**config.mk**
```make
export PLATFORM = sky130hd
export DESIGN_NAME = servo_triangle_sweep_flat
export DESIGN_NICKNAME = d
export VERILOG_FILES = /design/src/hdl/sts_pkg.sv /design/src/hdl/sts_if.sv /design/src/hdl/sts_div.sv /design/src/hdl/sts_datapath.sv /design/src/hdl/sts_ctrl.sv /design/src/hdl/servo_triangle_sweep.sv /design/src/flat_wrapper.sv
export VERILOG_INCLUDE_DIRS = /design/src /design/src/hdl
export SDC_FILE = /design/constraint.sdc
export NUM_CORES = 1
export LEC_CHECK = 0
export BUFFER_PORTS_ARGS = -buffer_cell sky130_fd_sc_hd__buf_2
export CAP_MARGIN = 15
export CORE_MARGIN = 4
export CORE_UTILIZATION = 40
export CTS_CLUSTER_SIZE = 30
export DETAILED_ROUTE_END_ITERATION = 8
export PLACE_DENSITY_LB_ADDON = 0.3
export REMOVE_ABC_BUFFERS = 1
export SETUP_SLACK_MARGIN = 0.1
export SYNTH_ARGS = -nofsm -noshare
export SYNTH_HDL_FRONTEND = slang
export SYNTH_HIERARCHICAL = 1
export SYNTH_SLANG_ARGS = --single-unit
```
**constraint.sdc**
```tcl
create_clock -name clock -period 9 [get_ports clock]
set_clock_uncertainty 0.05 [all_clocks]
set_input_delay 1.35 -clock clock [delete_from_list [all_inputs] [get_ports clock]]
set_output_delay 1.35 -clock clock [all_outputs]
set_load 0.005 [all_outputs]
```
**src/hdl/assert_macros.svh**
```systemverilog
// ----------------------------------------------------------------------------
// Assertion macros
// Same-cycle and next-cycle implication checks. Defining NO_ASSERTIONS
// compiles them out.
// ----------------------------------------------------------------------------
`ifndef ASSERT_MACROS_SVH
`define ASSERT_MACROS_SVH

`ifndef NO_ASSERTIONS

`define ASSERT_IMPLIES(label, clk, rst, ante, cons) \
   label: assert property (@(posedge clk) disable iff (rst) (ante) |-> (cons)) \
      else $error("assertion failed: same-cycle implication");

`define ASSERT_NEXT(label, clk, rst, ante, cons) \
   label: assert property (@(posedge clk) disable iff (rst) (ante) |=> (cons)) \
      else $error("assertion failed: next-cycle implication");

`else

`define ASSERT_IMPLIES(label, clk, rst, ante, cons)

`define ASSERT_NEXT(label, clk, rst, ante, cons)

`endif

`endif

```
**src/hdl/sts_pkg.sv**
```systemverilog
// ----------------------------------------------------------------------------
// sts_pkg
// Shared widths, codes and control structs of the servo triangle sweep.
// ----------------------------------------------------------------------------
package sts_pkg;

   localparam int POS_W     = 12;
   localparam int OFFSET_W  = 12;
   localparam int CMD_W     = 2;
   localparam int DUR_W     = 16;
   localparam int ELAPSED_W = 17;
   localparam int PROD_W    = POS_W + DUR_W;   // |diff| * phase time, both as magnitudes
   localparam int CSR_IDX_W = 1;
   localparam int CSR_DATA_W = DUR_W;

   localparam logic [CMD_W-1:0] CMD_TICK   = 2'd0;
   localparam logic [CMD_W-1:0] CMD_START  = 2'd1;
   localparam logic [CMD_W-1:0] CMD_RETURN = 2'd2;

   localparam logic [CSR_IDX_W-1:0] CSR_NEUTRAL  = 1'd0;
   localparam logic [CSR_IDX_W-1:0] CSR_DURATION = 1'd1;

   localparam logic [POS_W-1:0]     NEUTRAL_RESET  = 12'd1500;
   localparam logic [DUR_W-1:0]     DURATION_RESET = 16'd1000;
   localparam logic [POS_W-1:0]     POS_RESET      = 12'd1500;
   localparam logic [ELAPSED_W-1:0] ELAPSED_MAX    = '1;

   // controller -> datapath
   typedef struct packed {
      logic start_sweep;   // arm a sweep from neutral
      logic stop;          // write neutral, end sweep
      logic advance;       // elapsed += 1, saturating
      logic load_mul;      // register |diff| * phase time
      logic div_start;     // launch serial divide by duration
      logic write_interp;  // write interpolated position
      logic capture;       // load response word
      logic drive;         // drive bit of the response word
   } dp_cmd_type;

   // datapath -> controller
   typedef struct packed {
      logic sweeping;
      logic phase_rise;    // elapsed < duration
      logic phase_fall;    // elapsed < 2 * duration
      logic div_done;
   } dp_status_type;

endpackage

```
**src/hdl/sts_if.sv**
```systemverilog
// ----------------------------------------------------------------------------
// sts_req_if / sts_rsp_if
// Valid/ready channels of the servo triangle sweep.
// ----------------------------------------------------------------------------
interface sts_req_if
   import sts_pkg::*;
   ();
   logic                       valid;
   logic                       ready;
   logic [CMD_W-1:0]           cmd;
   logic signed [OFFSET_W-1:0] offset_us;

   modport source (output valid, output cmd, output offset_us, input ready);
   modport sink   (input valid, input cmd, input offset_us, output ready);
endinterface

interface sts_rsp_if
   import sts_pkg::*;
   ();
   logic             valid;
   logic             ready;
   logic [POS_W-1:0] position_us;
   logic             drive;
   logic             busy_res;

   modport source (output valid, output position_us, output drive, output busy_res,
                   input ready);
   modport sink   (input valid, input position_us, input drive, input busy_res,
                   output ready);
endinterface

```
**src/hdl/sts_div.sv**
```systemverilog
// ----------------------------------------------------------------------------
// sts_div
// Restoring divider, one quotient bit per cycle, unsigned operands.
// ----------------------------------------------------------------------------
module sts_div
   import sts_pkg::*;
(
   input  logic              clock,
   input  logic              reset,
   input  logic              start,
   input  logic [PROD_W-1:0] dividend,
   input  logic [DUR_W-1:0]  divisor,
   output logic [POS_W-1:0]  quotient,
   output logic              done
);

   localparam int CNT_W = $clog2(PROD_W);
   localparam logic [CNT_W-1:0] LAST_STEP = CNT_W'(PROD_W - 1);

   logic [DUR_W-1:0]  rem_ff;
   logic [PROD_W-1:0] quo_ff;
   logic [CNT_W-1:0]  count_ff;
   logic              busy_ff;
   logic              done_ff;

   logic [DUR_W:0] trial;
   logic [DUR_W:0] trial_sub;
   logic           fits;

   always_comb begin
      trial     = {rem_ff, quo_ff[PROD_W-1]};
      fits      = (trial >= {1'b0, divisor});
      trial_sub = trial - {1'b0, divisor};
   end

   always_ff @(posedge clock) begin
      if (reset) begin
         busy_ff  <= 1'b0;
         done_ff  <= 1'b0;
         count_ff <= '0;
      end else begin
         done_ff <= 1'b0;
         if (start) begin
            busy_ff  <= 1'b1;
            count_ff <= '0;
            rem_ff   <= '0;
            quo_ff   <= dividend;
         end else if (busy_ff) begin
            // remainder stays below divisor, so 16 bits hold it
            rem_ff <= fits ? trial_sub[DUR_W-1:0] : trial[DUR_W-1:0];
            quo_ff <= {quo_ff[PROD_W-2:0], fits};
            if (count_ff == LAST_STEP) begin
               busy_ff <= 1'b0;
               done_ff <= 1'b1;
            end else begin
               count_ff <= count_ff + 1'b1;
            end
         end
      end
   end

   // quotient <= |diff| <= 4095
   assign quotient = quo_ff[POS_W-1:0];
   assign done     = done_ff;

endmodule

```
**src/hdl/sts_datapath.sv**
```systemverilog
// ----------------------------------------------------------------------------
// sts_datapath
// Sweep state, config registers, multiplier, divider and response word.
// ----------------------------------------------------------------------------
module sts_datapath
   import sts_pkg::*;
(
   input  logic                       clock,
   input  logic                       reset,
   input  logic                       csr_we,
   input  logic [CSR_IDX_W-1:0]       csr_index,
   input  logic [CSR_DATA_W-1:0]      csr_wdata,
   input  logic signed [OFFSET_W-1:0] req_offset_us,
   input  dp_cmd_type                 cmd,
   output dp_status_type              status,
   output logic [POS_W-1:0]           rsp_position_us,
   output logic                       rsp_drive,
   output logic                       rsp_busy_res
);

   logic [POS_W-1:0]     neutral_ff;
   logic [DUR_W-1:0]     duration_ff;
   logic                 sweeping_ff;
   logic [ELAPSED_W-1:0] elapsed_ff;
   logic [POS_W-1:0]     target_ff;
   logic [POS_W-1:0]     start_ff;
   logic [POS_W-1:0]     current_ff;

   logic [PROD_W-1:0]    prod_ff;
   logic                 neg_ff;
   logic                 rise_ff;

   logic [POS_W-1:0]     pos_out_ff;
   logic                 drive_out_ff;
   logic                 busy_out_ff;

   logic [POS_W:0]       diff;
   logic [POS_W-1:0]     diff_mag;
   logic [ELAPSED_W-1:0] fall_time;
   logic [DUR_W-1:0]     mul_time;
   logic                 phase_rise;
   logic                 phase_fall;
   logic [POS_W+1:0]     target_sum;
   logic [POS_W+1:0]     interp_sum;
   logic [POS_W-1:0]     base_pos;
   logic [POS_W-1:0]     quotient;
   logic                 div_done;
   logic                 subtract;

   function automatic logic [POS_W-1:0] clamp_pos(input logic [POS_W+1:0] v);
      logic [POS_W-1:0] r;
      if (v[POS_W+1])
         r = '0;
      else if (v[POS_W])
         r = '1;
      else
         r = v[POS_W-1:0];
      return r;
   endfunction

   always_comb begin
      phase_rise = (elapsed_ff < {1'b0, duration_ff});
      phase_fall = (elapsed_ff < {duration_ff, 1'b0});
      diff       = {1'b0, target_ff} - {1'b0, start_ff};
      diff_mag   = diff[POS_W] ? POS_W'(-diff) : diff[POS_W-1:0];
      fall_time  = elapsed_ff - {1'b0, duration_ff};
      // both phases keep the time below duration, so 16 bits suffice
      mul_time   = phase_rise ? elapsed_ff[DUR_W-1:0] : fall_time[DUR_W-1:0];
      target_sum = {2'b00, neutral_ff} + {{2{req_offset_us[OFFSET_W-1]}}, req_offset_us};
      base_pos   = rise_ff ? start_ff : target_ff;
      // rise adds the signed step, fall takes it away
      subtract   = neg_ff ^ ~rise_ff;
      interp_sum = subtract ? ({2'b00, base_pos} - {2'b00, quotient})
                            : ({2'b00, base_pos} + {2'b00, quotient});
   end

   sts_div u_div (
      .clock    (clock),
      .reset    (reset),
      .start    (cmd.div_start),
      .dividend (prod_ff),
      .divisor  (duration_ff),
      .quotient (quotient),
      .done     (div_done)
   );

   always_ff @(posedge clock) begin
      if (reset) begin
         neutral_ff  <= NEUTRAL_RESET;
         duration_ff <= DURATION_RESET;
         sweeping_ff <= 1'b0;
         elapsed_ff  <= '0;
         target_ff   <= POS_RESET;
         start_ff    <= POS_RESET;
         current_ff  <= POS_RESET;
      end else begin
         if (csr_we) begin
            case (csr_index)
               CSR_NEUTRAL:  neutral_ff  <= csr_wdata[POS_W-1:0];
               CSR_DURATION: duration_ff <= csr_wdata[DUR_W-1:0];
               default: ;
            endcase
         end
         if (cmd.start_sweep) begin
            start_ff    <= neutral_ff;
            target_ff   <= clamp_pos(target_sum);
            elapsed_ff  <= '0;
            sweeping_ff <= 1'b1;
         end
         if (cmd.advance && (elapsed_ff != ELAPSED_MAX))
            elapsed_ff <= elapsed_ff + 1'b1;
         if (cmd.stop) begin
            sweeping_ff <= 1'b0;
            current_ff  <= neutral_ff;
         end
         if (cmd.write_interp)
            current_ff <= clamp_pos(interp_sum);
      end
   end

   always_ff @(posedge clock) begin
      if (cmd.load_mul) begin
         prod_ff <= PROD_W'(diff_mag * mul_time);
         neg_ff  <= diff[POS_W];
         rise_ff <= phase_rise;
      end
      if (cmd.capture) begin
         pos_out_ff   <= current_ff;
         drive_out_ff <= cmd.drive;
         busy_out_ff  <= sweeping_ff;
      end
   end

   assign status.sweeping   = sweeping_ff;
   assign status.phase_rise = phase_rise;
   assign status.phase_fall = phase_fall;
   assign status.div_done   = div_done;

   assign rsp_position_us = pos_out_ff;
   assign rsp_drive       = drive_out_ff;
   assign rsp_busy_res    = busy_out_ff;

endmodule

```
**src/hdl/sts_ctrl.sv**
```systemverilog
// ----------------------------------------------------------------------------
// sts_ctrl
// Sequencer: decodes each word, steps the datapath, owns response valid.
// ----------------------------------------------------------------------------
module sts_ctrl
   import sts_pkg::*;
(
   input  logic             clock,
   input  logic             reset,
   input  logic             req_valid,
   input  logic [CMD_W-1:0] req_cmd,
   output logic             req_ready,
   output logic             rsp_valid,
   input  logic             rsp_ready,
   input  dp_status_type    status,
   output dp_cmd_type       cmd
);

   typedef enum logic [2:0] {
      ST_IDLE,
      ST_PHASE,
      ST_LOAD,
      ST_DIV,
      ST_FINISH
   } state_type;

   state_type state_ff, state_in;
   logic      drive_ff, drive_in;
   logic      rsp_valid_ff, rsp_valid_in;
   logic      accept;
   logic      out_free;

   always_comb begin
      accept       = req_valid && (state_ff == ST_IDLE);
      out_free     = !rsp_valid_ff || rsp_ready;
      state_in     = state_ff;
      drive_in     = drive_ff;
      rsp_valid_in = rsp_valid_ff && !rsp_ready;
      cmd          = '0;
      cmd.drive    = drive_ff;

      case (state_ff)
         ST_IDLE: begin
            if (accept) begin
               drive_in = 1'b0;
               state_in = ST_FINISH;
               case (req_cmd)
                  CMD_TICK: begin
                     if (status.sweeping) begin
                        cmd.advance = 1'b1;
                        state_in    = ST_PHASE;
                     end
                  end
                  CMD_START: begin
                     if (!status.sweeping)
                        cmd.start_sweep = 1'b1;
                  end
                  CMD_RETURN: begin
                     cmd.stop = 1'b1;
                     drive_in = 1'b1;
                  end
                  default: ;
               endcase
            end
         end
         ST_PHASE: begin
            drive_in = 1'b1;
            if (status.phase_rise || status.phase_fall) begin
               cmd.load_mul = 1'b1;
               state_in     = ST_LOAD;
            end else begin
               // past twice the duration (or zero duration): park at neutral
               cmd.stop = 1'b1;
               state_in = ST_FINISH;
            end
         end
         ST_LOAD: begin
            cmd.div_start = 1'b1;
            state_in      = ST_DIV;
         end
         ST_DIV: begin
            if (status.div_done) begin
               cmd.write_interp = 1'b1;
               state_in         = ST_FINISH;
            end
         end
         ST_FINISH: begin
            if (out_free) begin
               cmd.capture  = 1'b1;
               rsp_valid_in = 1'b1;
               state_in     = ST_IDLE;
            end
         end
         default: state_in = ST_IDLE;
      endcase
   end

   always_ff @(posedge clock) begin
      if (reset) begin
         state_ff     <= ST_IDLE;
         drive_ff     <= 1'b0;
         rsp_valid_ff <= 1'b0;
      end else begin
         state_ff     <= state_in;
         drive_ff     <= drive_in;
         rsp_valid_ff <= rsp_valid_in;
      end
   end

   assign req_ready = (state_ff == ST_IDLE);
   assign rsp_valid = rsp_valid_ff;

endmodule

```
**src/hdl/servo_triangle_sweep.sv**
```systemverilog
// ----------------------------------------------------------------------------
// servo_triangle_sweep
// Triangle sweep of a servo pulse width: neutral -> neutral+offset -> neutral.
//
//   channel   dir   handshake        word
//   req_ch    in    valid/ready      cmd, offset_us
//   rsp_ch    out   valid/ready      position_us, drive, busy_res
//   csr_*     in    csr_we only      csr_index, csr_wdata
//
// One word is worked on at a time. A tick inside the sweep passes the phase check,
// multiplier load and serial divider (one quotient bit a cycle) before raising
// its response; ticks that end the sweep and other words skip the divider; the
// next word is taken the cycle after the response is loaded. A new word is taken
// while the last response still waits; its own response holds until the output
// register frees. Synchronous active-high reset restores the power-on config.
// ----------------------------------------------------------------------------
`include "assert_macros.svh"

module servo_triangle_sweep
   import sts_pkg::*;
(
   input  logic                  clock,
   input  logic                  reset,
   sts_req_if.sink               req_ch,
   sts_rsp_if.source             rsp_ch,
   input  logic                  csr_we,
   input  logic [CSR_IDX_W-1:0]  csr_index,
   input  logic [CSR_DATA_W-1:0] csr_wdata
);

   dp_cmd_type    dp_cmd;
   dp_status_type dp_status;
   logic          take_return;
   logic          take_start;

   sts_ctrl u_ctrl (
      .clock     (clock),
      .reset     (reset),
      .req_valid (req_ch.valid),
      .req_cmd   (req_ch.cmd),
      .req_ready (req_ch.ready),
      .rsp_valid (rsp_ch.valid),
      .rsp_ready (rsp_ch.ready),
      .status    (dp_status),
      .cmd       (dp_cmd)
   );

   sts_datapath u_dp (
      .clock           (clock),
      .reset           (reset),
      .csr_we          (csr_we),
      .csr_index       (csr_index),
      .csr_wdata       (csr_wdata),
      .req_offset_us   (req_ch.offset_us),
      .cmd             (dp_cmd),
      .status          (dp_status),
      .rsp_position_us (rsp_ch.position_us),
      .rsp_drive       (rsp_ch.drive),
      .rsp_busy_res    (rsp_ch.busy_res)
   );

   assign take_return = req_ch.valid && req_ch.ready && (req_ch.cmd == CMD_RETURN);
   assign take_start  = req_ch.valid && req_ch.ready && (req_ch.cmd == CMD_START);

   `ASSERT_IMPLIES(a_interp_after_div, clock, reset, dp_cmd.write_interp, dp_status.div_done)
   `ASSERT_NEXT(a_return_stops, clock, reset, take_return, !dp_status.sweeping)
   `ASSERT_NEXT(a_start_arms, clock, reset, take_start, dp_status.sweeping)
   `ASSERT_IMPLIES(a_mul_in_sweep, clock, reset, dp_cmd.load_mul, dp_status.sweeping)

endmodule

```
**src/flat_wrapper.sv**
```systemverilog
// flat-port wrapper written by rule: the top's interface ports become plain ports
module servo_triangle_sweep_flat import sts_pkg::*;
  (clock, reset, csr_we, csr_index, csr_wdata, req_ch_valid, req_ch_cmd, req_ch_offset_us, req_ch_ready, rsp_ch_valid, rsp_ch_position_us, rsp_ch_drive, rsp_ch_busy_res, rsp_ch_ready);
  sts_req_if req_ch_i ();
  sts_rsp_if rsp_ch_i ();
  input  logic clock;
  input  logic reset;
  input  logic csr_we;
  input  logic [CSR_IDX_W-1:0] csr_index;
  input  logic [CSR_DATA_W-1:0] csr_wdata;
  input wire logic [$bits(req_ch_i.valid)-1:0] req_ch_valid;
  input wire logic [$bits(req_ch_i.cmd)-1:0] req_ch_cmd;
  input wire logic [$bits(req_ch_i.offset_us)-1:0] req_ch_offset_us;
  output wire logic [$bits(req_ch_i.ready)-1:0] req_ch_ready;
  output wire logic [$bits(rsp_ch_i.valid)-1:0] rsp_ch_valid;
  output wire logic [$bits(rsp_ch_i.position_us)-1:0] rsp_ch_position_us;
  output wire logic [$bits(rsp_ch_i.drive)-1:0] rsp_ch_drive;
  output wire logic [$bits(rsp_ch_i.busy_res)-1:0] rsp_ch_busy_res;
  input wire logic [$bits(rsp_ch_i.ready)-1:0] rsp_ch_ready;
  assign req_ch_i.valid = req_ch_valid;
  assign req_ch_i.cmd = req_ch_cmd;
  assign req_ch_i.offset_us = req_ch_offset_us;
  assign req_ch_ready = req_ch_i.ready;
  assign rsp_ch_valid = rsp_ch_i.valid;
  assign rsp_ch_position_us = rsp_ch_i.position_us;
  assign rsp_ch_drive = rsp_ch_i.drive;
  assign rsp_ch_busy_res = rsp_ch_i.busy_res;
  assign rsp_ch_i.ready = rsp_ch_ready;
  servo_triangle_sweep u_core (.clock(clock), .reset(reset), .req_ch(req_ch_i), .rsp_ch(rsp_ch_i), .csr_we(csr_we), .csr_index(csr_index), .csr_wdata(csr_wdata));
endmodule
```
==> results of run 1 <==
[layout make-up]
type	count	area share, %
Timing Repair Buffer	79	2.385
Tap cell	600	3.816
Clock inverter	15	1.113
Multi-Input combinational cell	1482	62.39
Inverter	269	5.133
Sequential cell	182	23.00
Clock buffer	17	2.162
[logic make-up after synthesis]
kind of cell / share of synthesized area [%]
and+or+nand+nor: 15.73
AOI/OAI and AO/OA: 15.65
buffers and inverters: 8.186
adders and majority gates: 27.40
muxes: 4.504
DFF: 24.79
xor gates and xnor gates: 3.743
[sequential cells by signal (all words and copies together), names as in the netlist, 5 cells and up]
register and cells:
u_core/u_dp/target_ff 12, u_core/u_dp/elapsed_ff 17, u_core/u_dp/u_div/quo_ff 28, u_core/u_dp/u_div/rem_ff 16, u_core/u_dp/current_ff 12, u_core/u_dp/rsp_position_us 12, u_core/u_dp/prod_ff 28, u_core/u_dp/start_ff 12
u_core/u_dp/u_div/count_ff 5, u_core/u_dp/duration_ff 16, u_core/u_dp/neutral_ff 12
[routing by layer]
layer  global-route usage [%]  wire length, um
met2                    31.71            21880
met3                    2.860             1922
met5                        0                0
met1                    26.26            21370
met4                    5.902             1157
[cell usage after synthesis, types with 7 or more instances]
| master | instances | share of area, % |
|---|---|---|
| a211o_1 | 7 | 0.34 |
| a211oi_1 | 9 | 0.37 |
| a21boi_2 | 7 | 0.43 |
| a21o_1 | 38 | 1.6 |
| a21oi_1 | 125 | 3.4 |
| a21oi_2 | 7 | 0.34 |
| a31oi_1 | 13 | 0.45 |
| and2_1 | 18 | 0.62 |
| and3_1 | 12 | 0.41 |
| buf_1 | 7 | 0.14 |
| buf_4 | 21 | 0.86 |
| buf_6 | 8 | 0.49 |
| clkbuf_1 | 44 | 0.90 |
| dfxtp_1 | 94 | 10 |
| edfxtp_1 | 88 | 14 |
| fa_1 | 146 | 16 |
| ha_1 | 166 | 11 |
| inv_1 | 267 | 5.5 |
| mux2_2 | 49 | 3.0 |
| mux2i_1 | 27 | 1.5 |
| nand2_1 | 201 | 4.1 |
| nand2b_1 | 44 | 1.5 |
| nand3_1 | 40 | 1.1 |
| nor2_1 | 154 | 3.2 |
| nor2b_1 | 28 | 0.96 |
| nor3_1 | 37 | 1.0 |
| o211ai_1 | 32 | 1.3 |
| o21a_1 | 15 | 0.62 |
| o21ai_0 | 62 | 1.7 |
| o21bai_1 | 8 | 0.33 |
| o22ai_1 | 7 | 0.24 |
| o31ai_1 | 8 | 0.33 |
| or2_2 | 13 | 0.45 |
| or3_1 | 15 | 0.51 |
| xnor2_1 | 46 | 2.2 |
| xor2_1 | 32 | 1.5 |
[where the power goes]
part / internal, mW / leakage (nW) / switching (mW) / total (mW)
Sequential: 0.881 / 1.57 / 0.0178 / 0.898
Clock: 0.410 / 0.307 / 0.396 / 0.806
Combinational: 0.214 / 6.60 / 0.435 / 0.649
[worst register-to-register path, stage by stage (launching register included)]
cell       delay [ps]
dfxtp_1           330
inv_1             110
ha_1              260
or4_4             550
nor2_1            110
a32oi_1           220
a221oi_2          400
o21ai_2           240
buf_4             220
o21ai_0           740
a21oi_2            80
fa_1              570
inv_1              60
fa_1              460
fa_1              500
fa_1              550
inv_1              50
fa_1              500
ha_1              380
a21oi_1           190
o21ai_0           120
or3_1             360
o21a_1            250
a2111oi_0         430
o21bai_1          140
a21oi_1           180
xnor2_1            90
[path summary, 6_finish.rpt]
check	start	endpoint	slack, ps	depth (start not counted)
worst min-delay path	u_core/u_ctrl/drive_ff	u_core/u_dp/rsp_drive	390	0
worst max register to register	u_core/u_dp/duration_ff[6]	u_core/u_dp/prod_ff[26]	610	26
worst max-delay path	u_core/u_dp/duration_ff[6]	u_core/u_dp/prod_ff[26]	610	26
worst min register to register	u_core/u_ctrl/drive_ff	u_core/u_dp/rsp_drive	390	0
==> impl_summary.log, run 1 <==
[metrics] status: finished, final reports clean
[metrics] Core Region: 0.04528 sq mm
[metrics] Mapped Area: 0.01825 sq mm
[metrics] worst setup slack after layout: 607.0 ps
[metrics] total grt overflow: 0
[metrics] most frequent cells in the layout: 267 x inv_1, 201 x nand2_1, 166 x ha_1
[metrics] Synthesis Warnings: 6
[metrics] post-route setup TNS: 0 ps
[metrics] final critical path time including I/O delays and setup: 8393 ps
[metrics] required time worst endpoint: 9150 ps
[metrics] sequential cell area in the final layout: 0.004524 sq mm
[metrics] fraction of final layout cells with drive strength greater than 1: 11.50%
[metrics] number of buffers on the longest clock path: 2
[metrics] aggregate global-route resource usage: 19.22%
[metrics] half-perimeter wire length of the detailed placement result: 36.33 mm
[metrics] number of max-cap violations: 0
[metrics] Antenna Violating Nets Remaining: 0
[metrics] detailed-route wire length: 46.32 mm
[metrics] element type at the critical path start: flop
[metrics] most used flip-flop cell after synthesis: dfxtp_1
[metrics] nets: 2379
[metrics] Post-Syn Instances: 2019
[metrics] number of antenna cells inserted: 0
[metrics] CP dominant cell by count: fa_1
[metrics] Fillers: 4445
[metrics] number of clock sinks seen by CTS: 182
[metrics] initial drt markers: 813
[metrics] final hold violations: 0
[metrics] synthesis-stage register bit count: 182
[metrics] maximum fanout count along the critical path: 11
[metrics] Port Buffer Count: 51
[metrics] Worst Setup End Kind: flop
[metrics] number of placed instances with taps included: 2611
[metrics] sequential cell area fraction in the yosys report: 24.79%
[metrics] setup slack at placement: 644.6 ps
[metrics] power density of the placed cells: 119.6 mW/mm^2
[metrics] peak supply drop: 0.1690 mV
[metrics] type of the tightest min-delay check: reg -> reg
[metrics] Std-Cell Rows: 78
[metrics] CP bufs+invs: 4
[metrics] post-cts sizing count: 0
[metrics] Setup Buffers After CTS: 0
[metrics] cell area reported after detailed placement: 0.01901 sq mm
[metrics] unrepaired setup endpoints after global routing: no
[metrics] crit path max-delay cell type: o21ai_0
[metrics] via count of the first global-routing pass: 14530
[metrics] number of buffers created by CTS: 17
[metrics] area growth from synthesis to final layout: 7.795%
[metrics] Initial Utilization: 40.30%
[metrics] data arrival at the endpoint of the critical path: 8550 ps
[metrics] maximum single-stage delay on the critical path: 740 ps
[metrics] count of flip-flops with a built-in enable after synthesis: 88
[metrics] maximum number of pins on one net before global-route repair: 65
[metrics] hold buffer count at CTS: 0
[metrics] count of pins on the block boundary: 52
[metrics] routability congestion estimate: 0.9048
[metrics] area of combinational cells with multiple inputs: 0.01227 sq mm
[metrics] final cycle utilization of the critical path: 93.26%
[metrics] detailed-router iteration count before antenna repair: 5
[metrics] critical path start-end classification: reg -> reg
[metrics] root cell of the clock tree: clkbuf_16
[metrics] die extent in x: 221.6 um
[metrics] Max-slew headroom: 25.83%
[metrics] Final Instance Area: 0.01967 sq mm
[metrics] mean number of vias per cell: 5.355
[metrics] final instance count without filler cells: 2644
[metrics] transition time of the tightest slew-check pin: 1113 ps
[metrics] end-of-flow core utilization: 43.44%
[metrics] detail-routed net length per standard cell: 17.52 um
[metrics] gate family responsible for the most delay along the worst path: adder cells
[metrics] count of pins over their slew limit: 0
[metrics] Final setup violation count: 0
[metrics] clock-pin slew on the worst setup and hold paths: 80 ps
[metrics] average footprint of a synthesized cell: 9.039 sq um
[metrics] Fmax: 119.1 MHz
[metrics] leakage component of the power: 8.479 nW
[metrics] post-synthesis async set-or-reset flop share: 0%
[metrics] clock insertion delay at the later pin of the skew report: 460 ps
[metrics] number of distinct standard cells referenced by the synthesized netlist: 99
[metrics] number of vias in the routed layout: 14160
[metrics] Die Area: 0.04911 sq mm
[metrics] Post-Route Hold Slack: 387.5 ps
[metrics] most common cell after layout, fill and taps aside: inv_1
[metrics] H-tree levels: 4
[metrics] first-pass GRT wire length: 77.30 mm
[metrics] number of antenna violations at the first check in global routing: 0
[metrics] Total Power Consumption: 2.353 mW
[metrics] die height: 221.6 um
[metrics] DRC violation count after routing: 0
[metrics] clock tree from TritonCTS: done
Power figures use the tool's default switching activity.
==> run 2: changes to the inputs <==
--- a/config.mk
+++ b/config.mk
@@ -8,7 +8,7 @@
 export LEC_CHECK = 0
 export BUFFER_PORTS_ARGS = -buffer_cell sky130_fd_sc_hd__buf_2
 export CAP_MARGIN = 15
-export CORE_MARGIN = 4
+export CORE_MARGIN = 5
 export CORE_UTILIZATION = 40
 export CTS_CLUSTER_SIZE = 30
 export DETAILED_ROUTE_END_ITERATION = 8
==> run 2 against run 1 <==
Non-clock buffer count rose by 1. Die area rose by 1.8%. Fmax rose by 0.43%. Critical path type unchanged. Final cell count barely moved. Worst setup slack improved by 36 ps. Register-to-register slack improved by 40 ps. First-iteration DRC count rose by 1.2%. Hold slack improved by 6.6 ps. Sequential share of layout area barely moved. Total power rose by 0.77%. Highest routed layer unchanged.
==> impl_summary.log, run 2 (same netlist as run 1, synthesis figures left out) <==
[metrics] final hold violations: 0
[metrics] type of the tightest min-delay check: reg -> reg
[metrics] leakage component of the power: 8.486 nW
[metrics] number of buffers created by CTS: 17
[metrics] most common cell after layout, fill and taps aside: inv_1
[metrics] Post-Route Hold Slack: 394.1 ps
[metrics] end-of-flow core utilization: 43.45%
[metrics] Antenna Violating Nets Remaining: 0
[metrics] hold buffer count at CTS: 0
[metrics] element type at the critical path start: flop
[metrics] final instance count without filler cells: 2645
[metrics] root cell of the clock tree: clkbuf_16
[metrics] cell area reported after detailed placement: 0.01902 sq mm
[metrics] number of vias in the routed layout: 14290
[metrics] final cycle utilization of the critical path: 92.86%
[metrics] count of pins over their slew limit: 0
[metrics] required time worst endpoint: 9170 ps
[metrics] die extent in x: 223.6 um
[metrics] power density of the placed cells: 120.5 mW/mm^2
[metrics] Core Region: 0.04528 sq mm
[metrics] Die Area: 0.05000 sq mm
[metrics] nets: 2380
[metrics] Final setup violation count: 0
[metrics] DRC violation count after routing: 0
[metrics] mean number of vias per cell: 5.401
[metrics] total grt overflow: 0
[metrics] Std-Cell Rows: 78
[metrics] unrepaired setup endpoints after global routing: no
[metrics] number of antenna violations at the first check in global routing: 0
[metrics] routability congestion estimate: 0.8679
[metrics] die height: 223.6 um
[metrics] Setup Buffers After CTS: 0
[metrics] wire length on met2: 22.00 mm
[metrics] maximum fanout count along the critical path: 16
[metrics] final critical path time including I/O delays and setup: 8357 ps
[metrics] detailed-route wire length: 46.95 mm
[metrics] number of placed instances with taps included: 2612
[metrics] Fmax: 119.7 MHz
[metrics] most frequent cells in the layout: 267 x inv_1, 201 x nand2_1, 166 x ha_1
[metrics] met3 wirelength from detailed routing: 2.288 mm
[metrics] via count of the first global-routing pass: 14430
[metrics] sequential cell area in the final layout: 0.004524 sq mm
[metrics] Initial Utilization: 40.30%
[metrics] number of buffers on the longest clock path: 2
[metrics] number of clock sinks seen by CTS: 182
[metrics] met1 routed wirelength after detailed routing: 21.45 mm
[metrics] Fillers: 4430
[metrics] aggregate global-route resource usage: 18.86%
[metrics] Max Used Layer: met4
[metrics] half-perimeter wire length of the detailed placement result: 36.87 mm
[metrics] Worst Setup End Kind: flop
[metrics] peak supply drop: 0.1448 mV
[metrics] initial drt markers: 823
[metrics] number of antenna cells inserted: 0
[metrics] fraction of final layout cells with drive strength greater than 1: 11.49%
[metrics] count of pins on the block boundary: 52
[metrics] status: finished, final reports clean
[metrics] largest registers ranked by flip-flop count: u_core/u_dp/prod_ff x28, u_core/u_dp/u_div/quo_ff x28, u_core/u_dp/elapsed_ff x17
[metrics] area growth from synthesis to final layout: 7.816%
[metrics] clock tree from TritonCTS: done
[metrics] Final Instance Area: 0.01968 sq mm
[metrics] area of combinational cells with multiple inputs: 0.01227 sq mm
[metrics] maximum number of pins on one net before global-route repair: 65
[metrics] post-cts sizing count: 0
[metrics] clock insertion delay at the later pin of the skew report: 470 ps
[metrics] H-tree levels: 4
[metrics] data arrival at the endpoint of the critical path: 8530 ps
[metrics] clock-pin slew on the worst setup and hold paths: 80 ps
[metrics] detailed-router iteration count before antenna repair: 5
[metrics] transition time of the tightest slew-check pin: 1204 ps
[metrics] critical path start-end classification: reg -> reg
[metrics] number of max-cap violations: 0
[metrics] detail-routed net length per standard cell: 17.75 um
[metrics] Port Buffer Count: 51
[metrics] Max-slew headroom: 19.72%
[metrics] first-pass GRT wire length: 76.47 mm
[metrics] post-route setup TNS: 0 ps
run 2: cell type report:
type / instances / share of cell area, %
Clock buffer: 17 / 2.162
Clock inverter: 15 / 1.113
Inverter: 269 / 5.132
Multi-Input combinational cell: 1482 / 62.36
Sequential cell: 182 / 22.99
Tap cell: 600 / 3.815
Timing Repair Buffer: 80 / 2.423
run 2: worst max-delay path, cell delays in order, from the launching register on:
cell and delay [ps]:
dfxtp_1 320, inv_1 70, ha_1 160, inv_1 50, fa_1 400, a21o_1 220
a221oi_1 310, xnor2_1 190, a2111oi_4 300, o2111ai_2 220, o311ai_2 340, nand3_2 450
a21o_2 350, fa_1 510, fa_1 540, fa_1 560, fa_1 540, fa_1 550
inv_1 50, ha_1 370, a211o_1 310, o21a_1 190, o21a_1 260, a2111oi_0 390
o21bai_1 130, a21oi_1 190, xnor2_1 80
run 2: through the flow:
| step | setup slack (ps) | total power, mW |
|---|---|---|
| 5_1_grt | 167.4 | 2.478 |
| 3_3_place_gp | 750.9 | 1.552 |
| 2_1_floorplan | -339.1 | 1.315 |
| 3_5_place_dp | 673.4 | 1.562 |
| 4_1_cts | 644.2 | 2.382 |
| 6_report | 642.9 | 2.371 |
run 2: final timing paths:
| path | start | endpoint | slack (ps) | cells after the start |
|---|---|---|---|---|
| max reg2reg | u_core/u_dp/target_ff[0] | u_core/u_dp/prod_ff[26] | 640 | 26 |
| min | u_core/u_dp/current_ff[3] | u_core/u_dp/rsp_position_us[3] | 390 | 0 |
| max | u_core/u_dp/target_ff[0] | u_core/u_dp/prod_ff[26] | 640 | 26 |
| min reg2reg | u_core/u_dp/current_ff[3] | u_core/u_dp/rsp_position_us[3] | 390 | 0 |
run 2: report_power, final:
group / switching, mW / total, mW / internal, mW
clock: 0.423 / 0.817 / 0.394
combinational: 0.438 / 0.657 / 0.219
sequential: 0.0178 / 0.898 / 0.881
total: 0.878 / 2.37 / 1.49
run 2: routing by layer:
metal	GRT usage [%]	vias to the layer above
met4	5.850	0
met3	2.778	60
met2	31.44	341
li1	-	6866
met5	0	-
met1	25.50	7018
